<file path="src/rtl/ddo_pkg.sv">
// ddo_pkg: shared types, constants and the arctangent table for the
// differential drive odometry block. No dependencies.
`timescale 1ns / 1ps

package ddo_pkg;

  // cordic setup
  localparam int CORDIC_STEPS = 16;
  localparam int CORDIC_N     = (CORDIC_STEPS < 32) ? CORDIC_STEPS : 32;
  localparam int CORDIC_CNT_W = $clog2(CORDIC_N + 1);
  localparam int CW           = 34;
  localparam logic signed [CW-1:0] CORDIC_X0 = 34'sd652032874;

  // datapath widths
  localparam int OPA_W = 77;
  localparam int ACC_W = 109;
  localparam int NUM_W = 101;
  localparam int DEN_W = 50;
  localparam int QUO_W = 64;
  localparam int MAG_W = 47;

  // arithmetic constants
  localparam logic [31:0] PI_Q30     = 32'd3373259426;
  localparam int          DIST_SHIFT = 46;
  localparam int          DIST_QSHIFT = 48;
  // ceil(2^80 / 234375), exact floor division for numerators below 2^62
  localparam logic [63:0] DIST_RECIP    = 64'd5158083497022417813;
  localparam logic [31:0] DIST_RECIP_LO = DIST_RECIP[31:0];
  localparam logic [31:0] DIST_RECIP_HI = DIST_RECIP[63:32];
  localparam logic [31:0] RATE_SCALE = 32'd60000000;

  // input queue depth
  localparam int QDEPTH = 2;

  // configuration register indexes
  localparam logic CFG_RADIUS = 1'b0;
  localparam logic CFG_BASE   = 1'b1;
  localparam logic [19:0] RADIUS_RESET = 20'd30000;
  localparam logic [23:0] BASE_RESET   = 24'd165000;

  // classified item handed from front to back
  typedef struct packed {
    logic [24:0] abs_sum;
    logic        sum_neg;
    logic [24:0] abs_diff;
    logic        diff_neg;
    logic [31:0] dt;
  } job_t;

  typedef enum logic [2:0] {
    ST_IDLE,
    ST_MUL,
    ST_DWAIT,
    ST_UPD,
    ST_QUAT
  } state_e;

  typedef enum logic [3:0] {
    PH_SR,
    PH_SDT,
    PH_SPI,
    PH_RLO,
    PH_RHI,
    PH_DR,
    PH_DDT,
    PH_BASE,
    PH_DX,
    PH_DY
  } phase_e;

  // arctangent of 2^-i in binary angle units
  function automatic logic [31:0] atan_ba(logic [4:0] idx);
    logic [31:0] v;
    unique case (idx)
      5'd0:  v = 32'h20000000;
      5'd1:  v = 32'h12E4051E;
      5'd2:  v = 32'h09FB385B;
      5'd3:  v = 32'h051111D4;
      5'd4:  v = 32'h028B0D43;
      5'd5:  v = 32'h0145D7E1;
      5'd6:  v = 32'h00A2F61E;
      5'd7:  v = 32'h00517C55;
      5'd8:  v = 32'h0028BE53;
      5'd9:  v = 32'h00145F2F;
      5'd10: v = 32'h000A2F98;
      5'd11: v = 32'h000517CC;
      5'd12: v = 32'h00028BE6;
      5'd13: v = 32'h000145F3;
      5'd14: v = 32'h0000A2FA;
      5'd15: v = 32'h0000517D;
      5'd16: v = 32'h000028BE;
      5'd17: v = 32'h0000145F;
      5'd18: v = 32'h00000A30;
      5'd19: v = 32'h00000518;
      5'd20: v = 32'h0000028C;
      5'd21: v = 32'h00000146;
      5'd22: v = 32'h000000A3;
      5'd23: v = 32'h00000051;
      5'd24: v = 32'h00000029;
      5'd25: v = 32'h00000014;
      5'd26: v = 32'h0000000A;
      5'd27: v = 32'h00000005;
      5'd28: v = 32'h00000003;
      5'd29: v = 32'h00000001;
      5'd30: v = 32'h00000001;
      default: v = 32'h00000000;
    endcase
    return v;
  endfunction

endpackage

</file>
<file path="src/rtl/ddo_front.sv">
// ddo_front: takes wheel speed items, measures elapsed time against the
// last stamp and forms wheel sum and difference. Depends on ddo_pkg.
`timescale 1ns / 1ps

module ddo_front (
  input  logic                clk_i,
  input  logic                rst_ni,
  input  logic                push_i,
  input  logic                full_i,
  input  logic signed [23:0]  left_rpm_i,
  input  logic signed [23:0]  right_rpm_i,
  input  logic [31:0]         stamp_us_i,
  output logic                q_push_o,
  output ddo_pkg::job_t       job_o
);

  logic [31:0]         last_stamp_q;
  logic signed [24:0]  sum, diff;
  logic                take;

  // classify the item
  always_comb begin
    take           = push_i && !full_i;
    sum            = 25'(left_rpm_i) + 25'(right_rpm_i);
    diff           = 25'(right_rpm_i) - 25'(left_rpm_i);
    job_o.sum_neg  = sum[24];
    job_o.abs_sum  = sum[24] ? 25'(-sum) : 25'(sum);
    job_o.diff_neg = diff[24];
    job_o.abs_diff = diff[24] ? 25'(-diff) : 25'(diff);
    job_o.dt       = stamp_us_i - last_stamp_q;
  end

  // last stamp follows every transfer
  always_ff @(posedge clk_i or negedge rst_ni) begin
    if (!rst_ni) begin
      last_stamp_q <= '0;
    end else if (take) begin
      last_stamp_q <= stamp_us_i;
    end
  end

  assign q_push_o = take;

endmodule

</file>
<file path="config.mk">
export PLATFORM = sky130hd
export DESIGN_NAME = ddo_front
export DESIGN_NICKNAME = d
export VERILOG_FILES = /design/src/rtl/ddo_pkg.sv /design/src/rtl/ddo_front.sv
export SDC_FILE = /design/constraint.sdc
export NUM_CORES = 1
export LEC_CHECK = 0
export ABC_AREA = 1
export BUFFER_PORTS_ARGS = -buffer_cell sky130_fd_sc_hd__buf_4
export CORE_ASPECT_RATIO = 1.25
export CORE_MARGIN = 4
export CORE_UTILIZATION = 45
export CTS_CLUSTER_DIAMETER = 120
export CTS_CLUSTER_SIZE = 10
export DETAILED_ROUTE_END_ITERATION = 8
export PLACE_DENSITY_LB_ADDON = 0.1
export SLEW_MARGIN = 10
export SYNTH_ARGS = -nofsm -noshare
export SYNTH_HDL_FRONTEND = slang
export SYNTH_SLANG_ARGS = --single-unit
</file>
<file path="constraint.sdc">
create_clock -name clk_i -period 2.2 [get_ports clk_i]
set_input_delay 0.22 -clock clk_i [delete_from_list [all_inputs] [get_ports clk_i]]
set_output_delay 0.22 -clock clk_i [all_outputs]
set_load 0.01 [all_outputs]
</file>
==> summary.txt, run 1 <==
CTS
  – CTS root buf: clkbuf_16
  – CTS H-tree depth: 2
  – Clock tree buffer depth: 2
  – Clk sinks: 32
  – TritonCTS Buffers: 5

Yosys
  – Largest cells by area after synthesis: nand2_1 20%, ha_1 13%, inv_1 11%
  – Mux contribution to synthesized area: 0%
  – Synth Area in XOR/XNOR: between 8 and 9%
  – Prevailing post-synth register cell: dfrtp_1
  – Count leader, synth: nand2_1
  – Share of the synthesized area in the top cell type: between 10% and 20%
  – Synth Area in Simple Gates: ~38%
  – EDFF count, synth: 0
  – Synth Area per Inst: 5.70 sq um
  – Largest family of logic cells by synthesized area: simple AND/OR/NAND/NOR gates
  – Largest area contributor in the netlist: nand2_1
  – Synthesis warning total: 0
  – Commonest cells in the netlist: 397 x nand2_1, 223 x inv_1, 117 x nor2_1
  – Gate Count Post-Synth: 1319
  – Register area share after synthesis: 10.7%
  – Seq cells post-synth: 32
  – Synth Cell Area: 7520 sq um
  – Ys async rst share: 100%
  – Adder-cell area share of the yosys netlist: around 14%
  – Count of cell types in the netlist: 41
  – Mapped Nets: between 1000 and 1500
  – Compound-cell area share of the yosys netlist: 14.6%

Timing
  – Worst_ep grt: job_o[24]
  – Worst End Pin Type: top-level output

Global route
  – Total GRT Usage: 87.5%
  – Largest net degree at the start of global routing: 33
  – GRT Residual Overflow: slightly below 500

Place
  – IO Port Bufs: approximately 170
  – Dpl ws: -734 ps
  – Post-Place Cells: between 2000 and 2500
  – Routability Congestion: roughly 0.96
  – Placed wire-length estimate: 24.4 mm

Run status
  – Status: did not finish
  – First Err: [ERROR GRT-0232] Routing congestion too high. Check the congestion heatmap in the GUI.
  – Fail Step: 5_1_grt

Floorplanning
  – Die Ht: 152 um
  – Initial Utilization: 46.2%
  – Cell Rows: 52
  – Io pins: between 150 and 200
  – Die width: 124 um
what timing repair did:
item,in CTS
setup buffers,66
endpoints found under the setup margin,75
endpoints found under the hold margin,32
pin swaps,161
gates resized for setup,382
hold buffers,1
gates cloned,5
per-stage QoR:
stage	area [sq um]	TNS, ps
2_1_floorplan	7890	-4480
3_3_place_gp	11800	-29560
4_1_cts	14100	-30480
3_5_place_dp	11800	-31940
cells by family after synthesis:
| kind of cell | count (synthesis) |
|---|---|
| compound gates | 198 |
| xor+xnor | 73 |
| fa+ha+maj | 84 |
| buf+inv | 257 |
| flops | 32 |
| simple gates | 675 |
per-layer routing:
metal | GRT overflow | track usage [%]
met1 | 4 | 83.6
met2 | 315 | 102
met3 | 9 | 75.6
met4 | 153 | 94.1
met5 | 3 | 35.9
==> run 2, diff against run 1 <==
CORE_ASPECT_RATIO = default   (was 1.25)
CORE_UTILIZATION = 30   (was 45)
CTS_CLUSTER_DIAMETER = default   (was 120)
CTS_CLUSTER_SIZE = default   (was 10)
PLACE_DENSITY_LB_ADDON = 0.15   (was 0.1)
clock period = 2.9 ns   (was 2.2 ns; I/O delays follow)
==> summary.txt, run 2 <==
Cells and area
  – Largest Register: last_stamp_q
  – Share of cells above drive strength 1: 36.8%
  – Max reg flops: 32
  – Commonest non-fill, non-tap cell in the layout: buf_4
  – Commonest non-fill, non-tap cells in the layout: 356 x buf_4, 337 x nand2_1, 212 x inv_1
  – Area Growth Syn to Fin: 55.9%
  – Top flop regs: last_stamp_q x32
  – Nets: 1838
  – Final non-filler cell total: 1992
  – Sequential Area: 801 sq um
  – Finished Core Util: a little under half
  – Footprint of the multi-input gates: 6600 sq um
  – Antenna cells: 0
  – FILL cells: 2614

CTS
  – Clk sinks: 32
  – Later-pin clock latency in the skew report: ~280 ps
  – Clock slew at reported path FFs: 50 ps
  – TritonCTS Buffers: 5
  – CTS H-tree depth: 2
  – CTS root buf: clkbuf_16
  – Clock tree buffer depth: 2
  – CTS tree: yes

Worst setup path
  – Worst R2R End: last_stamp_q[1]
  – Startpoint Class: input pin
  – CP required: 2610 ps
  – Crit Path Category: input pin to output pin
  – Data arrival, critical path: 2550 ps
  – Critical path endpoint category: output pin
  – Worst r2r src: last_stamp_q[1]
  – Crit-path max FO: 3
  – Path depth of the worst reg2reg path: 2
  – R2r setup slk: 2230 ps

Floorplanning
  – Core Region: 24500 sq um
  – Cell Rows: 57
  – Die width: 166 um
  – DIE AREA: 27600 sq um
  – Die Ht: 166 um
  – Io pins: 169
  – Initial Utilization: 30.7%

Timing
  – Worst slew margin: 66.0%
  – Worst-margin pin slew: 509 ps
  – Crit path time final: 2840 ps
  – Clock Skew: 0 ps
  – Timing-limited maximum frequency: 352 MHz
  – Max Transition Viols Final: 0
  – Fin crit share: a little over nine tenths
  – Final Hold Viols: 0
  – Setup violators final: 0
  – RSZ-0062 raised after global routing: true
  – Final worst slack: 56.9 ps
  – Setup TNS: 0 ps

Yosys
  – Largest cells by area after synthesis: nand2_1 20%, ha_1 13%, inv_1 11%
  – Synth Area per Inst: 5.70 sq um
  – Share of the synthesized area in the top cell type: 19.8%
  – Synthesis warning total: 0
  – Count leader, synth: nand2_1
  – Prevailing post-synth register cell: dfrtp_1
  – Synth Cell Area: approximately 7500 sq um
  – Ys async rst share: 100%
  – Largest area contributor in the netlist: nand2_1
  – EDFF count, synth: 0
  – Mapped Nets: 1487
  – Register area share after synthesis: 10.7%
  – Commonest cells in the netlist: 397 x nand2_1, 223 x inv_1, 117 x nor2_1
  – Count of cell types in the netlist: 41
  – Seq cells post-synth: 32
  – Gate Count Post-Synth: 1319

Detailed routing
  – Wire per inst: approximately 14 um
  – Top Layer Used: met4
  – Met2 WL: ~14 mm
  – DRT Pass-1 Iters: 5
  – Met1 WL: 12.8 mm
  – Met3 routed WL: ~920 um
  – Initial DRC Count: 396
  – DRT antenna net count: 0
  – Total wire length: roughly 28 mm
  – Total number of vias: a little over 9000
  – Drt via density: 4.64
  – DRC: 0

Run
  – Max Cap Viol: 0

Place
  – Dpl ws: -138 ps
  – IO Port Bufs: 168
  – Routability Congestion: between 0.9 and 1
  – Placed wire-length estimate: 24.0 mm
  – Post-Place Cells: 1963

Global route
  – First-pass GRT wire length: 44.5 mm
  – Initial antenna violation count: 0
  – Total GRT Usage: 19.2%
  – Vias in the first global route: between 9000 and 10000
  – GRT Residual Overflow: 0
  – Largest net degree at the start of global routing: 33

Power and ir drop
  – Final Power: roughly 5.0 mW
  – Leakage power: 6.16 nW
  – Peak VDD IR: 0.000259 V
  – P per Cell Area: 431 nW/um^2

Hold path
  – Hold Path End: last_stamp_q[5]
  – Hold Crit Class: input pin to flop
  – WHS Path Cells: 3
  – Worst Hold Launch: stamp_us_i[5]

Run status
  – Status: finished, final reports clean
run 2: per-layer routing:
| layer | up-vias | track usage, % |
|---|---|---|
| li1 | 4849 | - |
| met4 | 0 | 3.52 |
| met3 | 24 | 1.69 |
| met1 | 4211 | 24.4 |
| met2 | 167 | 35.8 |
| met5 | - | 0 |
run 2: logic make-up (layout without fill, tap and decap cells):
| kind of cell | count (synthesis) | in the layout | synth area share (%) |
|---|---|---|---|
| buf+inv | 257 | 606 | 14.0 |
| compound gates | 198 | 198 | 14.6 |
| xor+xnor | 73 | 73 | 8.76 |
| fa+ha+maj | 84 | 84 | 14.3 |
| flops | 32 | 32 | 10.7 |
| simple gates | 675 | 675 | 37.7 |
run 2: worst max-delay path by stage:
stage	start	end	slack, ps	cells after the start
2_1_floorplan	right_rpm_i[0]	job_o[57]	250	16
3_3_place_gp	left_rpm_i[0]	job_o[74]	-150	19
3_5_place_dp	left_rpm_i[0]	job_o[74]	-140	19
4_1_cts	right_rpm_i[0]	job_o[49]	-10	17
5_1_grt	right_rpm_i[0]	job_o[82]	-100	19
6_report	right_rpm_i[0]	job_o[74]	60	16
run 2: worst max-delay path, stage by stage:
cell and delay [ps]:
buf_8 80, ha_4 130, inv_2 40, fa_2 580, nand2_2 70, nor2_2 90, nand3_1 90, nor2_2 140
nand3_1 100, nor2_2 140, nand2_2 100, nor2_4 180, nand3_1 110, nand2_2 90, xor2_2 170, buf_4 150
run 2: timing repair:
item,4_1_cts,5_1_grt
resized for setup,79,196
pin swaps,33,66
cloned,2,0
hold endpoints to repair,32,0
setup endpoints to repair,52,56
setup buffers,17,5
hold buffers,1,0
run 2: cell type report:
cell class / count / share of cell area, %
Multi-Input combinational cell: 1030 / 56.3
Timing Repair Buffer: 375 / 25.0
Inverter: 226 / 7.35
Sequential cell: 32 / 6.83
Tap cell: 324 / 3.46
Clock buffer: 5 / 1.07
run 2: power by group:
part           leakage (nW)  switching [mW]  total (mW)  internal, mW
clock                0.0616           0.182       0.485         0.303
sequential            0.394          0.0159       0.520         0.504
combinational          5.71            2.17        4.04          1.87
total                  6.16            2.37        5.05          2.68
run 2: per-stage QoR:
step                      hold slack (ps)  instance area (sq um)
after floorplan                     -5.59                   7520
after global placement                266                  10400
after detailed placement              268                  10400
after CTS                             231                  10900
after global routing                  231                  11700
final                                 232                  11700
(Power assumes the default switching activity.)
==> run 3, diff against run 2 <==
clock period = 3.51 ns   (was 2.9 ns; I/O delays follow)
==> summary.txt, run 3 (same netlist as run 2, synthesis figures left out) <==
Timing
  – Setup violators final: 0
  – Fin crit share: 94.2%
  – Final worst slack: 203 ps
  – Max Transition Viols Final: 0
  – Clock Skew: 0 ps
  – Timing-limited maximum frequency: 302 MHz
  – Crit path time final: 3310 ps
  – Worst-margin pin slew: between 500 and 600 ps
  – Final Hold Viols: 0
  – Worst slew margin: 66.6%
  – WHS: 12.0 ps

Run status
  – Status: finished, final reports clean

Detailed routing
  – Met3 routed WL: ~990 um
  – Initial DRC Count: 491
  – DRT antenna net count: 0
  – DRT Pass-1 Iters: 5
  – Met2 WL: 12.3 mm
  – Total wire length: 25.8 mm
  – DRC: 0
  – Drt via density: 4.76
  – Wire per inst: 14.3 um
  – Met1 WL: 11.8 mm
  – Top Layer Used: met4
  – Total number of vias: 8593

Worst setup path
  – WP buf/inv: 2
  – Critical-path cell list: ha_1 > fa_1 > o21ai_0 > buf_4 > nand3_1 > nand2_1 > a21boi_0 > o21ai_0 > nand2_1 > nand2_1 > xor2_1 > buf_4
  – Crit Path Category: flop to output pin
  – Startpoint Class: flop
  – Crit-path max FO: 3
  – CP max stage delay: 410 ps
  – Critical path endpoint category: output pin
  – Slowest stage cell, crit path: fa_1
  – Top cell family by delay on the critical path: compound AO/OA/AOI/OAI gates
  – CP required: 3160 ps
  – Data arrival, critical path: 2960 ps
  – Crit-path most repeated cell: nand2_1

CTS
  – Clk sinks: 32
  – Later-pin clock latency in the skew report: 280 ps
  – Post-CTS Hold Buffers: 0
  – CTS root buf: clkbuf_16
  – Resize count post-CTS: 0
  – CTS tree: yes
  – Total setup buffers inserted after CTS: 0
  – CTS H-tree depth: 2
  – Clock tree buffer depth: 2
  – TritonCTS Buffers: 5
  – Clock slew at reported path FFs: about 60 ps

Floorplanning
  – DIE AREA: 27600 sq um
  – Cell Rows: 57
  – Die Ht: 166 um
  – Io pins: 169
  – Initial Utilization: 30.7%
  – Core Region: roughly 24000 sq um
  – Die width: 166 um

Cells and area
  – Commonest non-fill, non-tap cells in the layout: 396 x nand2_1, 223 x inv_1, 184 x buf_4
  – Commonest non-fill, non-tap cell in the layout: nand2_1
  – Max reg flops: 32
  – Antenna cells: 0
  – Post-Layout Inst Area: slightly above 9000 sq um
  – Nets: 1648
  – Largest Register: last_stamp_q
  – Area Growth Syn to Fin: 23.8%
  – Share of cells above drive strength 1: 15.9%
  – Top flop regs: last_stamp_q x32

Global route
  – Vias in the first global route: 8423
  – Total GRT Usage: 18.1%
  – First-pass GRT wire length: 42.0 mm
  – Initial antenna violation count: 0
  – GRT Residual Overflow: 0
  – Largest net degree at the start of global routing: 41

Power and ir drop
  – Peak VDD IR: 0.000211 V
  – Leakage power: between 5 and 6 nW
  – P per Cell Area: 378 nW/um^2
  – Final Power: roughly 3.5 mW

Place
  – Post-Place Cell Area: 9130 sq um
  – Dpl ws: around 160 ps
  – Routability Congestion: 0.915
  – Placed wire-length estimate: 22.7 mm
  – IO Port Bufs: 168

Hold path
  – Hold Crit Class: input pin to async pin

Run
  – Max Cap Viol: 0
[run 3: changes by cell type in the layout (fill, tap and decap cells not counted), moves of 20 or more]
cell / delta
nand2_1: +59
buf_4: -172
nand2_2: -51
nor2_2: -26
nor2_1: +37
a21oi_1: +23
a21oi_2: -21
ha_1: +20
[run 3: cell type report]
| cell class | instances | area (sq um) |
|---|---|---|
| inverter | 226 | 851 |
| multi-input combinational | 1030 | 5700 |
| clock buffer | 8 | 146 |
| timing repair buffer | 185 | 1400 |
| fill | 2769 | 15200 |
| sequential | 32 | 801 |
| tap | 324 | 405 |
[run 3: power by group]
group / switching, mW / total, mW / internal, mW
clock network: 0.162 / 0.445 / 0.283
logic: 1.56 / 2.64 / 1.08
registers: 0.0126 / 0.429 / 0.416
[run 3: path summary, 6_finish.rpt]
| path | from | endpoint | slack, ps | cells past startpoint |
|---|---|---|---|---|
| setup / recovery | last_stamp_q[0] | job_o[18] | 200 | 12 |
| max in group asynchronous | rst_ni | last_stamp_q[22] | 3180 | 1 |
| hold reg to reg | last_stamp_q[31] | last_stamp_q[31] | 490 | 2 |
| setup reg to reg | last_stamp_q[1] | last_stamp_q[1] | 2820 | 2 |
| min in group clk_i | stamp_us_i[7] | last_stamp_q[7] | 290 | 3 |
| hold / removal | rst_ni | last_stamp_q[3] | 10 | 1 |
[run 3: per-layer routing]
layer,GRT usage (%),vias up
met1,23.2,3873
met4,4.73,0
met5,0,-
li1,-,4484
met2,32.6,201
met3,1.86,35
[run 3: per-stage QoR]
stage / setup TNS, ps / util (%) / std cells
3_5_place_dp: 0 / 37.3 / 1797
3_3_place_gp: 0 / 37.3 / 1797
2_1_floorplan: 0 / - / 1319
6_report: 0 / 38.0 / 1805
4_1_cts: 0 / 37.9 / 1805
5_1_grt: -9.61 / 38.0 / 1805
==> run 4, diff against run 3 <==
PLACE_DENSITY_LB_ADDON = 0.12   (was 0.15)
==> summary.txt, run 4 (same netlist as run 2, synthesis figures left out) <==
Worst setup path
  – Data arrival, critical path: 2890 ps
  – Path depth of the worst reg2reg path: 2
  – Top cell family by delay on the critical path: compound AO/OA/AOI/OAI gates
  – Crit-path most repeated cell: nand2_1
  – Slowest stage cell, crit path: ha_2
  – Crit-path max FO: 19
  – WP buf/inv: 5
  – Startpoint Class: input pin
  – CP required: 3160 ps
  – Worst R2R End: last_stamp_q[1]
  – Critical-path cell list: buf_4 > ha_2 > inv_1 > a21oi_1 > o21ai_0 > a21oi_2 > nand2_2 > nand2_1 > nand2_1 > nand2_1 > nand2_4 > inv_6 > nand2_1 > xor2_1 > inv_1 > buf_4
  – Worst r2r src: last_stamp_q[1]
  – Crit Path Category: input pin to output pin
  – R2r setup slk: 2830 ps
  – CP max stage delay: 420 ps
  – Critical path endpoint category: output pin

Detailed routing
  – DRT antenna net count: 0
  – DRC: 0
  – Initial DRC Count: between 400 and 500
  – DRT Pass-1 Iters: 5
  – Wire per inst: between 10 and 15 um
  – Drt via density: approximately 4.7
  – Total wire length: 25.5 mm
  – Total number of vias: ~8500

Cells and area
  – Share of cells above drive strength 1: roughly 15%
  – Max reg flops: 32
  – Post-Layout Inst Area: 9240 sq um
  – Antenna cells: 0
  – Nets: 1639
  – Final non-filler cell total: around 1800
  – Finished Core Util: 37.8%
  – Area Growth Syn to Fin: 22.9%
  – Largest Register: last_stamp_q
  – Commonest non-fill, non-tap cell in the layout: nand2_1
  – Top flop regs: last_stamp_q x32
  – Commonest non-fill, non-tap cells in the layout: 396 x nand2_1, 223 x inv_1, 175 x buf_4

CTS
  – Clk sinks: 32
  – Clock tree buffer depth: 2
  – TritonCTS Buffers: 5
  – Later-pin clock latency in the skew report: 280 ps
  – Clock slew at reported path FFs: 50 ps
  – Total setup buffers inserted after CTS: 0
  – CTS tree: yes
  – CTS H-tree depth: 2
  – CTS root buf: clkbuf_16

Global route
  – First-pass GRT wire length: about 40 mm
  – GRT Residual Overflow: 0
  – Vias in the first global route: 8203
  – Initial antenna violation count: 0
  – Largest net degree at the start of global routing: 41
  – Total GRT Usage: between 15 and 20%

Place
  – Placed wire-length estimate: ~23 mm
  – Post-Place Cells: 1788
  – Post-Place Cell Area: 9060 sq um
  – IO Port Bufs: approximately 170
  – Dpl ws: approximately 200 ps
  – Routability Congestion: 0.918

Timing
  – Setup violators final: 0
  – Setup TNS: 0 ps
  – Final worst slack: 270 ps
  – Max Transition Viols Final: 0
  – WHS: 3.97 ps
  – Worst-margin pin slew: 497 ps
  – Clock Skew: 0 ps
  – Worst slew margin: 66.8%
  – RSZ-0062 raised after global routing: false
  – Final Hold Viols: 0
  – Timing-limited maximum frequency: 309 MHz
  – Fin crit share: 92.3%
  – Crit path time final: 3240 ps

Floorplanning
  – Die Ht: about 170 um
  – Core Region: 24500 sq um
  – Die width: about 170 um
  – Cell Rows: 57
  – Initial Utilization: 30.7%
  – Io pins: 169
  – DIE AREA: 27600 sq um

Hold path
  – Hold Crit Class: input pin to async pin

Run
  – Max Cap Viol: 0

Power and ir drop
  – Peak VDD IR: roughly 0.00020 V
  – Leakage power: approximately 5 nW
  – P per Cell Area: approximately 380 nW/um^2
  – Final Power: 3.49 mW

Run status
  – Status: finished, final reports clean
## run 4: cell count changes in the layout (fill, tap and decap cells not counted), sizes merged
cell | before | now
buf | 185 | 176
## run 4: report_power, final
| part | switching (mW) | internal [mW] | total, mW | leakage (nW) |
|---|---|---|---|---|
| logic | 1.55 | 1.07 | 2.62 | 4.64 |
| registers | 0.0126 | 0.416 | 0.428 | 0.394 |
| clock network | 0.162 | 0.283 | 0.445 | 0.0712 |
| total | 1.73 | 1.77 | 3.49 | 5.10 |
## run 4: worst max path at each step
stage	start	endpoint	slack (ps)	depth (start not counted)
2_1_floorplan	right_rpm_i[0]	job_o[57]	730	16
3_3_place_gp	left_rpm_i[15]	job_o[70]	170	17
3_5_place_dp	left_rpm_i[15]	job_o[77]	200	18
4_1_cts	left_rpm_i[15]	job_o[70]	180	17
5_1_grt	left_rpm_i[0]	job_o[82]	10	22
6_report	right_rpm_i[15]	job_o[70]	270	16
## run 4: what timing repair did
item,4_1_cts,5_1_grt
endpoints found under the setup margin,0,11
hold buffers,0,0
gates resized for setup,0,11
## run 4: cell type report
class	instances	area, sq um
fill	2767	15200
tap	324	405
multi-input combinational	1030	5700
clock buffer	8	146
timing repair buffer	176	1330
inverter	226	853
sequential	32	801
## run 4: routing by layer
metal	track usage, %	part of all wire (%)	up-vias
li1	-	-	4457
met1	23.2	46	3756
met2	32.3	49	220
met3	1.52	4.0	27
met4	3.56	1.7	0
met5	0	0	-
## run 4: worst reg2reg max path, stage by stage (launching register included)
cell and delay, ps:
dfrtp_1 400, inv_1 80, o21ai_0 80
