[config.mk]
export PLATFORM = sky130hd
export DESIGN_NAME = ddo_queue
export DESIGN_NICKNAME = d
export VERILOG_FILES = /design/src/rtl/ddo_pkg.sv /design/src/rtl/ddo_queue.sv
export SDC_FILE = /design/constraint.sdc
export NUM_CORES = 1
export LEC_CHECK = 0
export ABC_AREA = 1
export ABC_CLOCK_PERIOD_IN_PS = 8400
export BUFFER_PORTS_ARGS = -buffer_cell sky130_fd_sc_hd__buf_2
export CAP_MARGIN = 10
export CORE_MARGIN = 5
export CORE_UTILIZATION = 30
export DETAILED_ROUTE_END_ITERATION = 12
export GPL_ROUTABILITY_DRIVEN = 0
export PLACE_DENSITY_LB_ADDON = 0.25
export SYNTH_ARGS = -nofsm -noshare
export SYNTH_HDL_FRONTEND = slang
export SYNTH_SLANG_ARGS = --single-unit
[constraint.sdc]
create_clock -name clk_i -period 8.4 [get_ports clk_i]
set_input_delay 2.1 -clock clk_i [delete_from_list [all_inputs] [get_ports clk_i]]
set_output_delay 2.1 -clock clk_i [all_outputs]
set_load 0.005 [all_outputs]
[src/rtl/ddo_pkg.sv]
// ddo_pkg: shared types, constants and the arctangent table for the
// differential drive odometry block. No dependencies.
`timescale 1ns / 1ps

package ddo_pkg;

  // cordic setup
  localparam int CORDIC_STEPS = 16;
  localparam int CORDIC_N     = (CORDIC_STEPS < 32) ? CORDIC_STEPS : 32;
  localparam int CORDIC_CNT_W = $clog2(CORDIC_N + 1);
  localparam int CW           = 34;
  localparam logic signed [CW-1:0] CORDIC_X0 = 34'sd652032874;

  // datapath widths
  localparam int OPA_W = 77;
  localparam int ACC_W = 109;
  localparam int NUM_W = 101;
  localparam int DEN_W = 50;
  localparam int QUO_W = 64;
  localparam int MAG_W = 47;

  // arithmetic constants
  localparam logic [31:0] PI_Q30     = 32'd3373259426;
  localparam int          DIST_SHIFT = 46;
  localparam int          DIST_QSHIFT = 48;
  // ceil(2^80 / 234375), exact floor division for numerators below 2^62
  localparam logic [63:0] DIST_RECIP    = 64'd5158083497022417813;
  localparam logic [31:0] DIST_RECIP_LO = DIST_RECIP[31:0];
  localparam logic [31:0] DIST_RECIP_HI = DIST_RECIP[63:32];
  localparam logic [31:0] RATE_SCALE = 32'd60000000;

  // input queue depth
  localparam int QDEPTH = 2;

  // configuration register indexes
  localparam logic CFG_RADIUS = 1'b0;
  localparam logic CFG_BASE   = 1'b1;
  localparam logic [19:0] RADIUS_RESET = 20'd30000;
  localparam logic [23:0] BASE_RESET   = 24'd165000;

  // classified item handed from front to back
  typedef struct packed {
    logic [24:0] abs_sum;
    logic        sum_neg;
    logic [24:0] abs_diff;
    logic        diff_neg;
    logic [31:0] dt;
  } job_t;

  typedef enum logic [2:0] {
    ST_IDLE,
    ST_MUL,
    ST_DWAIT,
    ST_UPD,
    ST_QUAT
  } state_e;

  typedef enum logic [3:0] {
    PH_SR,
    PH_SDT,
    PH_SPI,
    PH_RLO,
    PH_RHI,
    PH_DR,
    PH_DDT,
    PH_BASE,
    PH_DX,
    PH_DY
  } phase_e;

  // arctangent of 2^-i in binary angle units
  function automatic logic [31:0] atan_ba(logic [4:0] idx);
    logic [31:0] v;
    unique case (idx)
      5'd0:  v = 32'h20000000;
      5'd1:  v = 32'h12E4051E;
      5'd2:  v = 32'h09FB385B;
      5'd3:  v = 32'h051111D4;
      5'd4:  v = 32'h028B0D43;
      5'd5:  v = 32'h0145D7E1;
      5'd6:  v = 32'h00A2F61E;
      5'd7:  v = 32'h00517C55;
      5'd8:  v = 32'h0028BE53;
      5'd9:  v = 32'h00145F2F;
      5'd10: v = 32'h000A2F98;
      5'd11: v = 32'h000517CC;
      5'd12: v = 32'h00028BE6;
      5'd13: v = 32'h000145F3;
      5'd14: v = 32'h0000A2FA;
      5'd15: v = 32'h0000517D;
      5'd16: v = 32'h000028BE;
      5'd17: v = 32'h0000145F;
      5'd18: v = 32'h00000A30;
      5'd19: v = 32'h00000518;
      5'd20: v = 32'h0000028C;
      5'd21: v = 32'h00000146;
      5'd22: v = 32'h000000A3;
      5'd23: v = 32'h00000051;
      5'd24: v = 32'h00000029;
      5'd25: v = 32'h00000014;
      5'd26: v = 32'h0000000A;
      5'd27: v = 32'h00000005;
      5'd28: v = 32'h00000003;
      5'd29: v = 32'h00000001;
      5'd30: v = 32'h00000001;
      default: v = 32'h00000000;
    endcase
    return v;
  endfunction

endpackage

[src/rtl/ddo_queue.sv]
// ddo_queue: short register queue of classified items between front and back.
// Depends on ddo_pkg for the item type and depth.
`timescale 1ns / 1ps

module ddo_queue (
  input  logic              clk_i,
  input  logic              rst_ni,
  input  logic              push_i,
  input  ddo_pkg::job_t     data_i,
  output logic              full_o,
  input  logic              pop_i,
  output logic              empty_o,
  output ddo_pkg::job_t     data_o
);

  localparam int PTR_W = (ddo_pkg::QDEPTH > 1) ? $clog2(ddo_pkg::QDEPTH) : 1;
  localparam int CNT_W = $clog2(ddo_pkg::QDEPTH + 1);

  ddo_pkg::job_t     mem_q [ddo_pkg::QDEPTH];
  logic [PTR_W-1:0]  wp_q, wp_d, rp_q, rp_d;
  logic [CNT_W-1:0]  cnt_q, cnt_d;
  logic              do_push, do_pop;

  // pointer and fill count update
  always_comb begin
    do_push = push_i && !full_o;
    do_pop  = pop_i && !empty_o;
    wp_d    = wp_q;
    rp_d    = rp_q;
    cnt_d   = cnt_q;
    if (do_push) begin
      wp_d = (wp_q == PTR_W'(ddo_pkg::QDEPTH - 1)) ? '0 : wp_q + 1'b1;
    end
    if (do_pop) begin
      rp_d = (rp_q == PTR_W'(ddo_pkg::QDEPTH - 1)) ? '0 : rp_q + 1'b1;
    end
    if (do_push && !do_pop) begin
      cnt_d = cnt_q + 1'b1;
    end else if (do_pop && !do_push) begin
      cnt_d = cnt_q - 1'b1;
    end
  end

  always_ff @(posedge clk_i or negedge rst_ni) begin
    if (!rst_ni) begin
      wp_q  <= '0;
      rp_q  <= '0;
      cnt_q <= '0;
    end else begin
      wp_q  <= wp_d;
      rp_q  <= rp_d;
      cnt_q <= cnt_d;
    end
  end

  // storage
  always_ff @(posedge clk_i) begin
    if (do_push) begin
      mem_q[wp_q] <= data_i;
    end
  end

  assign full_o  = cnt_q == CNT_W'(ddo_pkg::QDEPTH);
  assign empty_o = cnt_q == '0;
  assign data_o  = mem_q[rp_q];

endmodule

Word-level counts from Yosys, hierarchy flattened --
Memory sizes are Yosys's and may differ from the RTL's. Cells that the tools add are included.
Storage, ports and cells: register bits after elaboration 4, logic and storage cells 25, memory bits (writable) 168, memories 1
Memory list:
- mem_q | depth 2, bits a word 84, read ports 1, clocked after memory_dff 0, write ports 1, line ddo_queue.sv:19 | ddo_pkg::job_t mem_q [ddo_pkg::QDEPTH];
Operators by class: add/subtract/negate cells 4, reduce and logical (&&, ||, !) cells 10, multiplexer cells 6, equality and inequality tests 1
Operator list (count):
- logical AND 1 bit | 4
- logical NOT 1 bit | 4
- two-way mux 1 bit | 4
- two-way mux 2 bit | 2
- adder 1 bit, second input constant | 2
- adder 2 x 1 -> 2 bit, second input constant | 1
- equality test 2 bit, second input constant | 1
- logical NOT 2 bit | 1
- nonzero test 2 bit | 1
- subtractor 2 x 1 -> 2 bit, second input constant | 1

Logic depth before layout (Yosys ltp) --
Gate-level depths: netlist of run 1.
depth in word-level cells 7, mapped depth 9, gate-level depth less buffers 9

Worst setup path after synthesis of run 1 --
OpenSTA, ideal clock, no wires.
kind input -> register, start point input push_i, end point memory mem_q[1][0] (netlist name) (enable), cell stages on the path 2, data required time 7873 ps, slack 2166 ps, buffers on the path 0, arrival 5707 ps, setup time 527 ps, path through o21ai_0 -> nor2_1
Between the ends: word-level cells in the longest chain between the ends 3
RTL lines:
- start, declared | line ddo_queue.sv:8 | input logic push_i,
- logical AND 1 bit | line ddo_queue.sv:26 | do_push = push_i && !full_o;
- two-way mux 1 bit | line ddo_queue.sv:58 | if (do_push) begin
- two-way mux 1 bit (implied by the code) | line ddo_queue.sv:59 | mem_q[wp_q] <= data_i;
- end, declared | line ddo_queue.sv:19
No other way between the ends.

==> results.py, run 1 <==
metrics = {
    "timing": {
        "finalHoldViolCount": 0,
        "finalSetupViolCount": 0,
        "setup_tns_ns": 0,
        "worst_pin_slew_ns": 1.176,
        "max_slew_margin_pct": 21.58,
        "worst_slack_ns": 3.479,
        "post-route-period-util_pct": 58.58,
        "finClkSkew_ns": 0.01101,
        "rsz0062_at_grt": "false",
        "period_needed_ns": 4.921,
        "fmax_mhz": 203.2,
        "drv_slew": 0,
    },
    "synth": {
        "synth.cell_area_um2": 6364,
        "synthAdderAreaFrac_pct": 0.1966,
        "synthXorXnorAreaFrac_pct": 0.1376,
        "synthMuxAreaShare_pct": 0,
        "synthSimpleGateAreaFrac_pct": 15.93,
        "synth.top_cell.area_share_pct": 79.28,
        "syn_area_per_cell_um2": 13.51,
        "yosysSeqAreaShare_pct": 80.85,
        "postSynthCellCount": 471,
        "synth_top_family_by_area": "simple AND/OR/NAND/NOR gates",
        "syn-num-nets": 560,
        "synthDistinctLibCells": 15,
        "synth_top_area_cell": "edfxtp_1",
        "yosys_warnings": 0,
        "ys_top_cells_by_area": "edfxtp_1 (79%), nand2_1 (15%), dfrtp_1 (1.6%)",
        "ys_ff_latch": 172,
        "synth_compound_area_share_pct": 0.1573,
    },
    "floorplan": {
        "die-area_um2": 24230,
        "design.core.area_um2": 20960,
        "initial_utilization_pct": 30.37,
        "die_width_um": 155.6,
        "rows": 53,
        "die-height_um": 155.6,
        "pin_count": 174,
    },
    "min_path": {
        "min_from": "wp_q",
        "hold_class": "reg -> reg",
        "hold_end": "wp_q",
        "whs_path_depth": 2,
    },
    "critical_path": {
        "r2r_cells": 4,
        "cp_common_cell": "nand2_1",
        "cp_slowest_cell": "dfrtp_4",
        "crit_chain": "inv_2, buf_4, nand2_1, nand2_1, buf_2",
        "critPathArrivalTime_ns": 2.82,
        "start_kind": "flip-flop",
        "endpoint_kind": "primary output",
        "crit_path_max_fanout": 86,
        "cpPeakStageDelay_ns": 0.80,
        "criticalPathCategory": "reg -> out",
        "rrSetupSlack_ns": 6.29,
        "cp.required_ns": 6.30,
        "r2r_end": "mem_q[1][53]",
        "reg2reg_from": "cnt_q[1]",
        "startpoint": "rp_q",
    },
    "layout": {
        "drive_gt1_share_pct": 31.11,
        "fill_cells": 2049,
        "fin_area_um2": 8065,
        "utilization_pct": 38.49,
        "ff_latch_area_um2": 5149,
        "multi_input_area_um2": 1052,
        "area_growth_pct": 26.74,
        "final_common_cell": "nand2_1",
        "fin_nets": 735,
        "final_cell_mix": "nand2_1 (261), buf_2 (173), edfxtp_1 (168), clkbuf_16 (17), inv_1 (6)",
        "antennaDiodeCount": 0,
    },
    "drt": {
        "first_pass_iters": 4,
        "vias": 3868,
        "drc": 0,
        "routed_wl_mm": 13.46,
        "wl_per_cell_um": 14.41,
        "antenna_left": 0,
        "vias_per_cell": 4.141,
        "drt-initial-drc-count": 152,
    },
    "power": {
        "seqPwrFrac_pct": 45.8,
        "share_comb_of_total_power_pct": 25.2,
        "pwr_density_cell_nw_per_um2": 347.7,
        "power.leakage_nw": 3.438,
        "switching_power_mw": 0.8657,
        "vdd_drop_max_v": 0.0001674,
        "finalPower_mw": 2.804,
        "p_int_mw": 1.938,
        "swShare_pct": 30.87,
        "pwr-share-clk_pct": 29.0,
    },
    "grt": {
        "grt_overflow": 0,
        "grtUsageTotal_pct": 11.30,
        "antenna_found_initial": 0,
        "grt_pass1_wl_mm": 21.12,
        "grt_pass1_vias": 4056,
        "grt_max_degree": 87,
    },
    "clock_network": {
        "cts-htree-levels": 4,
        "cts.reportedPaths.clkPinSlew_ns": 0.06,
        "clkSinkCount": 172,
        "clk_path_buf_depth": 2,
        "cts_buffers": 17,
        "cts_hold_buf": 0,
        "cts_tree": "built",
        "post-cts-setup-buffers": 0,
        "cts-resized-gates": 0,
        "cts_root_buf": "clkbuf_16",
        "clk-insertion-delay-late_ns": 0.41,
    },
    "job": {
        "maxCapViolations": 0,
    },
    "status": {
        "status": "completed",
    },
    "placement": {
        "dp_hpwl_mm": 8.436,
        "dp_slack_ns": 3.750,
        "placed_cell_area_um2": 7458,
        "port_buffers": 173,
    },
}
[cell families (layout without fill, tap and decap cells)]
logic type	count (synthesis)	after routing
AOI/OAI and AO/OA	2	2
xor gates and xnor gates	1	1
adders and majority gates	1	1
buffers and inverters	27	215
DFF	172	172
and+or+nand+nor	268	268
[registers in the layout, indices dropped and copies added (netlist names)]
signal	flops
mem_q	168
wp_q	1
rp_q	1
cnt_q	2
[cells in the mapped netlist (all sizes together)]
cell type / instances
nand2: 261
edfxtp: 168
buf: 19
inv: 8
dfrtp: 4
nor2: 4
o21ai: 2
ha: 1
nand3: 1
nand3b: 1
nand4: 1
xnor2: 1
[worst max-delay path: cells and delay by family, from the launching register on]
kind / cells / cell delay (ns)
flops: 1 / 0.80
buf+inv: 3 / 1.38
simple gates: 2 / 0.21
[area by class of cell]
type / instances / share of cell area [%]
clock inverter: 11 / 2.063
tap: 275 / 4.266
sequential: 172 / 63.84
inverter: 8 / 0.4034
timing repair buffer: 175 / 10.92
multi-input combinational: 272 / 13.05
clock buffer: 21 / 5.461
[layer usage]
metal	GRT usage [%]	wire [um]	share of wire [%]	up-vias
met1	13.40	5613	42	1825
li1	-	-	-	1932
met4	3.251	114	0.85	0
met5	0	0	0	-
met2	19.34	6815	51	105
met3	4.161	911	6.8	6
[how the worst max path moves through the flow]
stage / end / cells after the start
3_3_place_gp: data_o[66] / 5
5_1_grt: data_o[66] / 5
6_report: data_o[66] / 5
4_1_cts: data_o[66] / 5
3_5_place_dp: data_o[66] / 5
2_1_floorplan: mem_q[1][0] / 2
[per-stage QoR]
step / std cells / hold slack (ns)
6_report: 934 / 0.4941
5_1_grt: 934 / 0.5364
4_1_cts: 934 / 0.4950
3_5_place_dp: 902 / 0.4789
3_3_place_gp: 902 / 0.4631
2_1_floorplan: 471 / 0.4490
[power by group through the flow]
stage | clock network (mW) | logic [mW] | registers, mW
2_1_floorplan | 0 | 0.468 | 1.24
3_3_place_gp | 0 | 0.727 | 1.30
3_5_place_dp | 0 | 0.737 | 1.31
4_1_cts | 0.838 | 0.740 | 1.29
5_1_grt | 0.875 | 0.819 | 1.31
6_report | 0.813 | 0.706 | 1.29
Power figures use the tool's default switching activity.
==> run 2: changes to the inputs <==
- ABC_AREA: 1 -> 0
- ABC_CLOCK_PERIOD_IN_PS: 8400 -> 4220
- clock period: 8.4 -> 4.22 ns (I/O delays scaled with it)
==> run 2 against run 1 <==
- power grew 84%
- global-route usage decreased by 1.2 points
- combinational power rose by 87%
- routed wire length is 9.5% lower
- sequential cell count did not move
- highest routed layer unchanged
==> results.py, run 2 <==
metrics = {
    "drt": {
        "first_pass_iters": 3,
        "vias_per_cell": 4.220,
        "vias": 3161,
        "drt-initial-drc-count": 74,
        "wl_per_cell_um": 16.26,
        "antenna_left": 0,
        "drc": 0,
        "routed_wl_mm": 12.18,
    },
    "layout": {
        "multi_input_area_um2": 1047,
        "utilization_pct": 38.96,
        "final_common_cell": "buf_2",
        "top_regs": "mem_q: 168 flops, cnt_q: 2 flops",
        "antennaDiodeCount": 0,
        "largest_reg_flops": 168,
        "ff_latch_area_um2": 5149,
        "drive_gt1_share_pct": 49.48,
        "fin_nets": 556,
        "area_growth_pct": 27.02,
        "top_register": "mem_q",
        "final_cell_mix": "buf_2 (173), edfxtp_1 (168), mux2_1 (50), mux2_2 (34), clkbuf_16 (17)",
        "fill_cells": 1928,
    },
    "synth": {
        "syn-num-nets": 369,
        "synth.top_cell.area_share_pct": 80.51,
        "yosys_most_used_dff": "edfxtp_1",
        "yosysMostFrequentCell": "edfxtp_1",
        "synth-edff-count": 168,
        "synth.top_cells.by_count": "edfxtp_1 (168), mux2_1 (50), mux2_2 (34)",
        "yosys_warnings": 0,
        "synth_top_area_cell": "edfxtp_1",
        "async_flop_share_pct": 2.326,
        "synth.cell_area_um2": 6266,
        "ys_ff_latch": 172,
        "syn_area_per_cell_um2": 22.38,
        "yosysSeqAreaShare_pct": 82.11,
        "postSynthCellCount": 280,
        "ys_top_cells_by_area": "edfxtp_1 (81%), mux2_1 (9.0%), mux2_2 (6.1%)",
        "synthDistinctLibCells": 16,
    },
    "critical_path": {
        "criticalPathCategory": "reg -> out",
        "cp.required_ns": 3.16,
        "crit_path_max_fanout": 45,
        "start_kind": "flip-flop",
        "endpoint_kind": "primary output",
        "critPathArrivalTime_ns": 2.11,
    },
    "floorplan": {
        "rows": 52,
        "pin_count": 174,
        "die_width_um": 154.5,
        "die-area_um2": 23880,
        "design.core.area_um2": 20430,
        "die-height_um": 154.5,
        "initial_utilization_pct": 30.67,
    },
    "grt": {
        "antenna_found_initial": 0,
        "grt_overflow": 0,
        "grt_pass1_wl_mm": 18.66,
        "grt_pass1_vias": 3465,
        "grtUsageTotal_pct": 10.14,
        "grt_max_degree": 46,
    },
    "clock_network": {
        "cts-resized-gates": 0,
        "cts_hold_buf": 0,
        "cts_tree": "built",
        "cts.reportedPaths.clkPinSlew_ns": 0.06,
        "cts_buffers": 17,
        "clk_path_buf_depth": 2,
        "clk-insertion-delay-late_ns": 0.41,
        "clkSinkCount": 172,
        "cts-htree-levels": 4,
        "cts_root_buf": "clkbuf_16",
        "post-cts-setup-buffers": 0,
    },
    "placement": {
        "dp_hpwl_mm": 8.219,
        "port_buffers": 173,
    },
    "timing": {
        "period_needed_ns": 3.167,
        "setup_tns_ns": 0,
        "fmax_mhz": 315.7,
        "finClkSkew_ns": 0.01036,
        "post-route-period-util_pct": 75.06,
        "finalSetupViolCount": 0,
        "finalHoldViolCount": 0,
        "rsz0062_at_grt": "false",
        "max_slew_margin_pct": 57.37,
        "drv_slew": 0,
        "worst_pin_slew_ns": 0.6395,
    },
    "power": {
        "vdd_drop_max_v": 0.0003160,
        "pwr_density_cell_nw_per_um2": 647.1,
        "finalPower_mw": 5.150,
        "power.leakage_nw": 2.939,
    },
    "status": {
        "status": "completed",
    },
    "job": {
        "maxCapViolations": 0,
    },
    "min_path": {
        "hold_class": "in -> async",
    },
}
[run 2: cell types whose count changed after synthesis, moves of 2 or more]
cell     previous run  this run
buf_2              10         3
buf_6               7         5
inv_1               7         2
mux2_1              0        50
mux2_2              0        34
nand2_1           261         1
xnor2_1             1         3
xor2_1              0         2
[run 2: per-stage QoR]
stage / area, um2 / worst slack (ns) / hold WS (ns) / cells
3_3_place_gp: 7462 / 1.428 / 0.5025 / 718
6_report: 7959 / 1.053 / 0.4461 / 749
4_1_cts: 7959 / 0.9553 / 0.4257 / 749
5_1_grt: 7959 / 0.9202 / 0.4148 / 749
2_1_floorplan: 6269 / 0.4583 / 0.4788 / 280
3_5_place_dp: 7462 / 1.412 / 0.5204 / 718
[run 2: report_power, final]
part,total [mW],switching [mW],internal [mW]
Combinational,1.32,0.666,0.650
Sequential,2.50,0.166,2.34
Clock,1.33,0.583,0.746
[run 2: cells by family (layout without fill, tap and decap cells)]
group	after synthesis	in the layout	share of synthesized area, %
DFF	172	172	82.11
muxes	84	84	15.10
buffers and inverters	11	210	1.378
and+or+nand+nor	6	6	0.4394
xor gates and xnor gates	5	5	0.6990
adders and majority gates	1	1	0.1996
AOI/OAI and AO/OA	1	1	0.07980
[run 2: area by class of cell]
class / count / share of cell area, %
clock buffers: 24 / 5.675
inverters: 2 / 0.09432
multi-input cells: 97 / 13.16
repair buffers: 177 / 11.57
flip-flops and latches: 172 / 64.69
clock inverters: 7 / 0.5659
well taps: 270 / 4.245
[run 2: worst max-delay path: stages, from the launching register on]
cell and delay (ns):
dfrtp_4 0.81, buf_12 0.34, mux2_1 0.40, buf_2 0.15
[run 2: path summary, 6_finish.rpt]
kind / endpoint / depth (start not counted) / start / slack, ns
max: data_o[40] / 3 / rp_q / 1.05
min: cnt_q[1] / 1 / rst_ni / 0.45
max reg2reg: mem_q[1][65] / 3 / cnt_q[0] / 2.28
min reg2reg: cnt_q[1] / 1 / cnt_q[1] / 0.53
max in group asynchronous: rp_q / 1 / rst_ni / 3.63
min in group clk_i: cnt_q[1] / 1 / cnt_q[1] / 0.53
[run 2: metal layers]
metal / global-route usage [%] / share of wire, %
met5: 0 / 0
met4: 3.364 / 1.1
met3: 3.996 / 6.7
met1: 12.00 / 42
met2: 16.95 / 50
==> run 3: changes to the inputs <==
- ABC_CLOCK_PERIOD_IN_PS: 4220 -> 2900
- clock period: 4.22 -> 2.9 ns (I/O delays scaled with it)
==> run 3 against run 2 <==
- critical endpoint is now data_o[41]
- non-clock buffer count up 3
- highest routed layer unchanged
- die area unchanged
- utilization up 0.32 points
- worst setup slack worse by 0.80 ns
- worst hold slack worse by 0.33 ns
- register-to-register slack worse by 1.1 ns
==> results.py, run 3 (synthesis gave the netlist of run 2 again) <==
metrics = {
    "status": {
        "status": "completed",
    },
    "layout": {
        "area_growth_pct": 28.08,
        "fill_cells": 1920,
        "fin_nets": 559,
        "largest_reg_flops": 168,
        "utilization_pct": 39.28,
        "drive_gt1_share_pct": 50.83,
        "top_register": "mem_q",
        "final_cell_mix": "buf_2 (173), edfxtp_1 (168), mux2_1 (50), mux2_2 (34), clkbuf_16 (17)",
        "final_common_cell": "buf_2",
        "top_regs": "mem_q: 168 flops, cnt_q: 2 flops",
        "multi_input_area_um2": 1047,
        "antennaDiodeCount": 0,
        "stdcell_count": 750,
        "ff_latch_area_um2": 5149,
        "fin_area_um2": 8025,
    },
    "drt": {
        "routed_wl_mm": 12.21,
        "vias": 3182,
        "vias_per_cell": 4.243,
        "antenna_left": 0,
        "first_pass_iters": 4,
        "wl_per_cell_um": 16.28,
        "drc": 0,
        "drt-initial-drc-count": 98,
    },
    "timing": {
        "setup_tns_ns": 0,
        "period_needed_ns": 2.651,
        "drv_slew": 0,
        "fmax_mhz": 377.3,
        "finalHoldViolCount": 0,
        "finalSetupViolCount": 0,
        "rsz0062_at_grt": "false",
        "post-route-period-util_pct": 91.40,
        "worst_pin_slew_ns": 0.4591,
        "max_slew_margin_pct": 69.39,
        "finClkSkew_ns": 0.01087,
    },
    "clock_network": {
        "clk-insertion-delay-late_ns": 0.41,
        "clk_path_buf_depth": 2,
        "cts_tree": "built",
        "cts.reportedPaths.clkPinSlew_ns": 0.06,
        "cts-htree-levels": 4,
        "cts_root_buf": "clkbuf_16",
        "cts_hold_buf": 0,
        "cts-resized-gates": 0,
        "cts_buffers": 17,
        "post-cts-setup-buffers": 0,
        "clkSinkCount": 172,
    },
    "critical_path": {
        "reg2reg_from": "cnt_q[0]",
        "r2r_end": "mem_q[0][61]",
        "rrSetupSlack_ns": 1.21,
        "startpoint": "rp_q",
        "start_kind": "flip-flop",
        "r2r_cells": 4,
        "endpoint_kind": "primary output",
        "criticalPathCategory": "reg -> out",
        "critPathArrivalTime_ns": 1.93,
        "crit_path_max_fanout": 35,
        "cp.required_ns": 2.17,
    },
    "floorplan": {
        "die-area_um2": 23880,
        "rows": 52,
        "initial_utilization_pct": 30.67,
        "die_width_um": 154.5,
        "design.core.area_um2": 20430,
        "pin_count": 174,
        "die-height_um": 154.5,
    },
    "power": {
        "power.leakage_nw": 2.981,
        "switching_power_mw": 2.102,
        "seqPwrFrac_pct": 47.1,
        "p_int_mw": 5.548,
        "pwr_density_cell_nw_per_um2": 953.2,
        "pwr-share-clk_pct": 26.8,
        "share_comb_of_total_power_pct": 26.1,
        "swShare_pct": 27.48,
        "vdd_drop_max_v": 0.0003797,
    },
    "grt": {
        "grt_max_degree": 52,
        "grt_pass1_vias": 3591,
        "grt_overflow": 0,
        "grtUsageTotal_pct": 10.42,
        "grt_pass1_wl_mm": 19.17,
        "antenna_found_initial": 0,
    },
    "placement": {
        "dpl.cell_count": 721,
        "port_buffers": 173,
        "placed_cell_area_um2": 7497,
        "dp_hpwl_mm": 8.230,
    },
    "job": {
        "maxCapViolations": 0,
    },
    "min_path": {
        "hold_class": "in -> async",
    },
}
==> run 3: cell types whose count changed in the layout (fill, tap and decap cells not counted) <==
cell,change
buf_12,+1
clkinvlp_4,-1
clkinv_4,+1
clkinv_2,+1
buf_4,+2
inv_6,+2
clkbuf_1,-6
bufinv_16,+1
==> run 3: layout make-up <==
cell class	instances	share of cell area, %
clock buffers	18	5.348
clock inverters	11	1.232
inverters	2	0.09355
multi-input cells	97	13.05
flip-flops and latches	172	64.16
well taps	270	4.210
repair buffers	180	11.91
==> run 3: how the worst max path moves through the flow <==
stage	endpoint	depth (start not counted)	slack, ns
finish	data_o[41]	3	0.25
global route	data_o[60]	3	0.12
CTS	data_o[41]	3	0.17
detailed placement	data_o[59]	3	0.65
global placement	data_o[41]	3	0.66
floorplan	mem_q[0][0]	2	0.40
==> run 3: metal layers <==
metal	track usage [%]	wire (um)	share of wire, %	up-vias
met5	0	0	0	-
met4	2.775	73	0.60	0
met3	4.526	874	7.2	5
met2	17.35	6021	49	106
met1	12.43	5237	43	1587
li1	-	-	-	1484
==> run 3: critical path, cell delays in order, from the launching register on <==
cell     delay [ns]
dfrtp_4        0.67
buf_12         0.27
mux2_1         0.36
buf_2          0.14
==> run 3: power by group through the flow <==
stage / sequential (mW) / clock [mW] / combinational (mW)
2_1_floorplan: 3.56 / 0 / 1.23
3_3_place_gp: 3.64 / 0 / 2.05
3_5_place_dp: 3.67 / 0 / 2.07
4_1_cts: 3.62 / 2.13 / 2.09
5_1_grt: 3.66 / 2.24 / 2.21
6_report: 3.60 / 2.05 / 1.99
==> run 3: metrics by stage <==
step	hold slack [ns]	setup WS (ns)	total power, mW
finish	0.1135	0.2494	7.650
global route	0.08535	0.1243	8.117
CTS	0.08678	0.1749	7.837
detailed placement	0.5159	0.6473	5.735
global placement	0.5066	0.6643	5.691
floorplan	0.4294	0.3951	4.783
